File: src/rtl/cfge_pkg.sv
`timescale 1ns / 1ps
// ----------------------------------------------------------------------------
// cfge_pkg
// types and constants shared by the continued fraction evaluator
// ----------------------------------------------------------------------------
package cfge_pkg;

   localparam int FRAC_BITS_DEF = 16;
   localparam int CSR_IDX_W = 1;

   localparam logic [CSR_IDX_W-1:0] CSR_CHEM_POTENTIAL = 1'd0;
   localparam logic [CSR_IDX_W-1:0] CSR_BRANCH_MODE    = 1'd1;

   typedef struct packed {
      logic signed [31:0] alpha_coef;
      logic signed [31:0] beta_coef;
      logic signed [31:0] gamma_coef;
      logic signed [31:0] freq_re;
      logic signed [31:0] freq_im;
      logic signed [31:0] weight;
      logic               last_level;
   } req_item_type;

   typedef struct packed {
      logic signed [31:0] green_re;
      logic signed [31:0] green_im;
      logic               zero_denominator;
   } rsp_item_type;

   typedef enum logic [3:0] {
      ST_IDLE, ST_BG, ST_T, ST_DEN, ST_MAG, ST_DIV, ST_FIX, ST_GREEN, ST_OUT
   } state_type;

   typedef struct packed {
      logic load;
      logic do_bg;
      logic do_t;
      logic do_den;
      logic do_mag;
      logic div_start;
      logic div_step;
      logic do_fix;
      logic do_green;
      logic clear;
   } cmd_type;

   typedef struct packed {
      logic div_done;
      logic last;
   } sts_type;

   // saturate a 72-bit signed value to 32 bits
   function automatic logic signed [31:0] sat32(input logic signed [71:0] x);
      logic signed [71:0] mx;
      logic signed [71:0] mn;
      mx = 72'sh7FFFFFFF;
      mn = -72'sh80000000;
      if (x > mx) sat32 = 32'sh7FFFFFFF;
      else if (x < mn) sat32 = 32'sh80000000;
      else sat32 = x[31:0];
   endfunction

endpackage

File: src/rtl/cfge_ctrl.sv
`timescale 1ns / 1ps
// ----------------------------------------------------------------------------
// cfge_ctrl
// sequencer for one level: products, denominator, divide, fix; on the last level green value and output
// ----------------------------------------------------------------------------
module cfge_ctrl
   import cfge_pkg::*;
(
   input  logic    clock,
   input  logic    reset,
   input  logic    req_valid,
   output logic    req_stall,
   output logic    rsp_valid,
   input  logic    rsp_stall,
   input  sts_type sts,
   output cmd_type cmd
);

   state_type state_ff, state_in;

   always_ff @(posedge clock) begin
      if (reset) state_ff <= ST_IDLE;
      else state_ff <= state_in;
   end

   always_comb begin
      state_in = state_ff;
      case (state_ff)
         ST_IDLE:  if (req_valid) state_in = ST_BG;
         ST_BG:    state_in = ST_T;
         ST_T:     state_in = ST_DEN;
         ST_DEN:   state_in = ST_MAG;
         ST_MAG:   state_in = ST_DIV;
         ST_DIV:   if (sts.div_done) state_in = ST_FIX;
         ST_FIX:   state_in = sts.last ? ST_GREEN : ST_IDLE;
         ST_GREEN: state_in = ST_OUT;
         ST_OUT:   if (!rsp_stall) state_in = ST_IDLE;
         default:  state_in = ST_IDLE;
      endcase
   end

   always_comb begin
      cmd = '0;
      req_stall = 1'b1;
      rsp_valid = 1'b0;
      case (state_ff)
         ST_IDLE: begin
            req_stall = 1'b0;
            cmd.load = req_valid;
         end
         ST_BG:    cmd.do_bg = 1'b1;
         ST_T:     cmd.do_t = 1'b1;
         ST_DEN:   cmd.do_den = 1'b1;
         ST_MAG:   begin cmd.do_mag = 1'b1; cmd.div_start = 1'b1; end
         ST_DIV:   cmd.div_step = 1'b1;
         ST_FIX:   cmd.do_fix = 1'b1;
         ST_GREEN: cmd.do_green = 1'b1;
         ST_OUT: begin
            rsp_valid = 1'b1;
            cmd.clear = !rsp_stall;
         end
         default: ;
      endcase
   end

endmodule

File: config.mk
export PLATFORM = sky130hd
export DESIGN_NAME = cfge_ctrl
export DESIGN_NICKNAME = d
export VERILOG_FILES = /design/src/rtl/cfge_pkg.sv /design/src/rtl/cfge_ctrl.sv
export SDC_FILE = /design/constraint.sdc
export NUM_CORES = 1
export LEC_CHECK = 0
export CORE_AREA = 4 4 41 43
export CTS_BUF_LIST = sky130_fd_sc_hd__clkbuf_4 sky130_fd_sc_hd__clkbuf_8
export DETAILED_ROUTE_END_ITERATION = 16
export DIE_AREA = 0 0 45 47
export DONT_BUFFER_PORTS = 1
export SLEW_MARGIN = 20
export SYNTH_ARGS = -nofsm -noshare
export SYNTH_HDL_FRONTEND = slang
export SYNTH_SLANG_ARGS = --single-unit
File: constraint.sdc
create_clock -name clock -period 3.7 [get_ports clock]
set_input_delay 0.37 -clock clock [delete_from_list [all_inputs] [get_ports clock]]
set_output_delay 0.37 -clock clock [all_outputs]
set_load 0.01 [all_outputs]
==> metrics.txt <==
Setup Viol. Count Final=0; CTS Hold Bufs=0; register area share after synthesis=24.7%; Arrival @ worst endpoint=1.48 ns; CTS clk-pin slew, worst paths=0.03 ns; post-synthesis area per instance=7.90 sq um; Largest regs=state_ff: 4 flops; Static Leak=0.129 nW; layout cell share with drive strength beyond 1=15.4%; Met1 Wirelength=288 um; CTS Buf Count=3; Biggest register=state_ff; post-synth top area share=24.7%; row count=13; Post-synth top flop=dfxtp_1; post-synth cell types=25; Antenna Nets Post-Route=0; Worst R2R Start=state_ff[2]; Post-Layout Cell Count=54; Placed Cells=51; CP max FO=10; Netlist Area Pre-Place=324 sq um; number of I/O pins=18; first-pass GRT wire length=1.26 mm; crit path capture=cmd[0]; initial antenna violation count=0; CTS Buffer Depth=2; Gate Count Post-Synth=41; vias in the first global route=303; worst reg2reg path depth=3; worst setup margin=1.85 ns; IO Port Bufs=0; status=finished, final reports clean; RSZ-0062 raised after global routing=false; Layout area overhead=1.54%; Clock Skews=0.00388 ns; synth cell count leaders=6 x nor2_1, 4 x dfxtp_1, 4 x nor3_1; cell taking the most area after synthesis=dfxtp_1; Ys Warns=0; R2R Path End=state_ff[0]; max layer used=met4; synthesized flop and latch total=4; Worst EP required=3.33 ns; top cells by area, synth=dfxtp_1 25%, nor2_1 6.9%, nor3_1 6.2%, buf_4 4.6%, nor4b_2 4.6%; Critical path origin=state_ff[3]; clock root buffer=clkbuf_4; Syn Nets=47; 1st-iter DRT viols=3; H-tree depth=1; Setup Fix Bufs, Post-CTS=0; largest net degree at the start of global routing=12; pwr/cell area=389 nW/um^2; Crit Path Class=register to output pin; met3 WL=120 um; Hold WC Path Type=input pin to register; EDFF count, synth=0; WL final=741 um; pre-CTS WS=2.08 ns; Fin. Hold Viols=0; final critical-path required period=1.85 ns; Chip Width=45 um; setup TNS=0 ns; Placer Congestion=0.753; CP Launch Type=register; Final nets=47; Residual DRC=0; number of max-cap violations=0; Largest register FFs=4; Core ar.=1300 sq um; Starting Density=24.9%; Vias/cell=5.39; cell with the most instances after synthesis=nor2_1; # clock sinks=4; drt pass-1 iters=2; total track usage=8.69%; max-slew violation count=0; Critical Path Sink Type=output pin; FF-to-FF setup slack=2.38 ns; metal2 WL=326 um; # resized after CTS=0; final critical-path share of the clock period=50.1%; n_diodes=0; CTS tree=yes; DP Wirelength=571 um; later-pin clock latency in the skew report=0.23 ns; maximum clock rate=540 MHz; routed vias=291; Avg WL per Cell=13.7 um; Rel. slew slack=57.9%; Die Height=47 um; full die area=2120 sq um; hold slack=0.212 ns; grt ovf=0; peak supply drop=0.186 mV; Least-Margin Pin Slew=0.626 ns; asr flop ratio synth=0%
## final cells by class
cell class / instances / area (sq um)
fillers: 156 / 972
well taps: 15 / 18.8
inverters: 1 / 3.75
clock buffers: 3 / 22.5
multi-input cells: 31 / 204
flip-flops and latches: 4 / 80.1
## worst max-delay path: stages, from the launching register on
cell and delay, ns:
dfxtp_1 0.50, nor4b_2 0.46, nor2b_1 0.29
## kinds of logic (layout without fill, tap and decap cells)
family / Yosys count / in the layout / synth area share, %
and+or+nand+nor: 24 / 24 / 45.2
AOI/OAI and AO/OA: 7 / 7 / 17.8
buffers and inverters: 6 / 4 / 12.4
DFF: 4 / 4 / 24.7
## stage by stage
stage | area [sq um] | total power, mW | utilization (%)
finish | 329 | 0.128 | 25.3
global route | 329 | 0.141 | 25.3
CTS | 329 | 0.132 | 25.3
detailed placement | 307 | 0.0775 | 23.6
global placement | 307 | 0.0778 | 23.6
floorplan | 324 | 0.0769 | -
## cell usage in the layout (no fill, tap or decap)
| cell | instances |
|---|---|
| nand2b_1 | 2 |
| nor3_1 | 4 |
| o211a_1 | 1 |
| nor4b_1 | 1 |
| or3_1 | 1 |
| dfxtp_1 | 4 |
| inv_1 | 1 |
| o31ai_1 | 1 |
| a2bb2oi_1 | 1 |
| or4_1 | 1 |
| and3_1 | 1 |
| nor4b_2 | 1 |
| nand2b_4 | 1 |
| nor2b_1 | 2 |
| nor4_1 | 1 |
| a211oi_2 | 1 |
| a21oi_1 | 1 |
| nor2_1 | 6 |
| clkbuf_4 | 3 |
| o21ai_1 | 1 |
| nand3b_1 | 1 |
| a211o_1 | 1 |
| nand2_1 | 2 |
## how the worst min path moves through the flow
stage / slack, ns / depth (start not counted) / to / from
final: 0.21 / 1 / state_ff[3] / reset
after global placement: 0.44 / 1 / state_ff[3] / reset
after floorplan: 0.44 / 1 / state_ff[3] / reset
after CTS: 0.21 / 1 / state_ff[3] / reset
after global routing: 0.20 / 1 / state_ff[3] / reset
after detailed placement: 0.45 / 1 / state_ff[3] / reset
## per-layer routing
metal  GRT usage (%)  up-vias
li1                -      142
met1            7.73      132
met2            13.8       15
met3            8.05        2
met4            3.51        0
met5               0        -
## power by group
group          total [mW]  switching, mW  internal, mW
combinational      0.0222         0.0126       0.00960
clock              0.0520         0.0159        0.0361
sequential         0.0540        0.00782        0.0461
(Power assumes the default switching activity.)
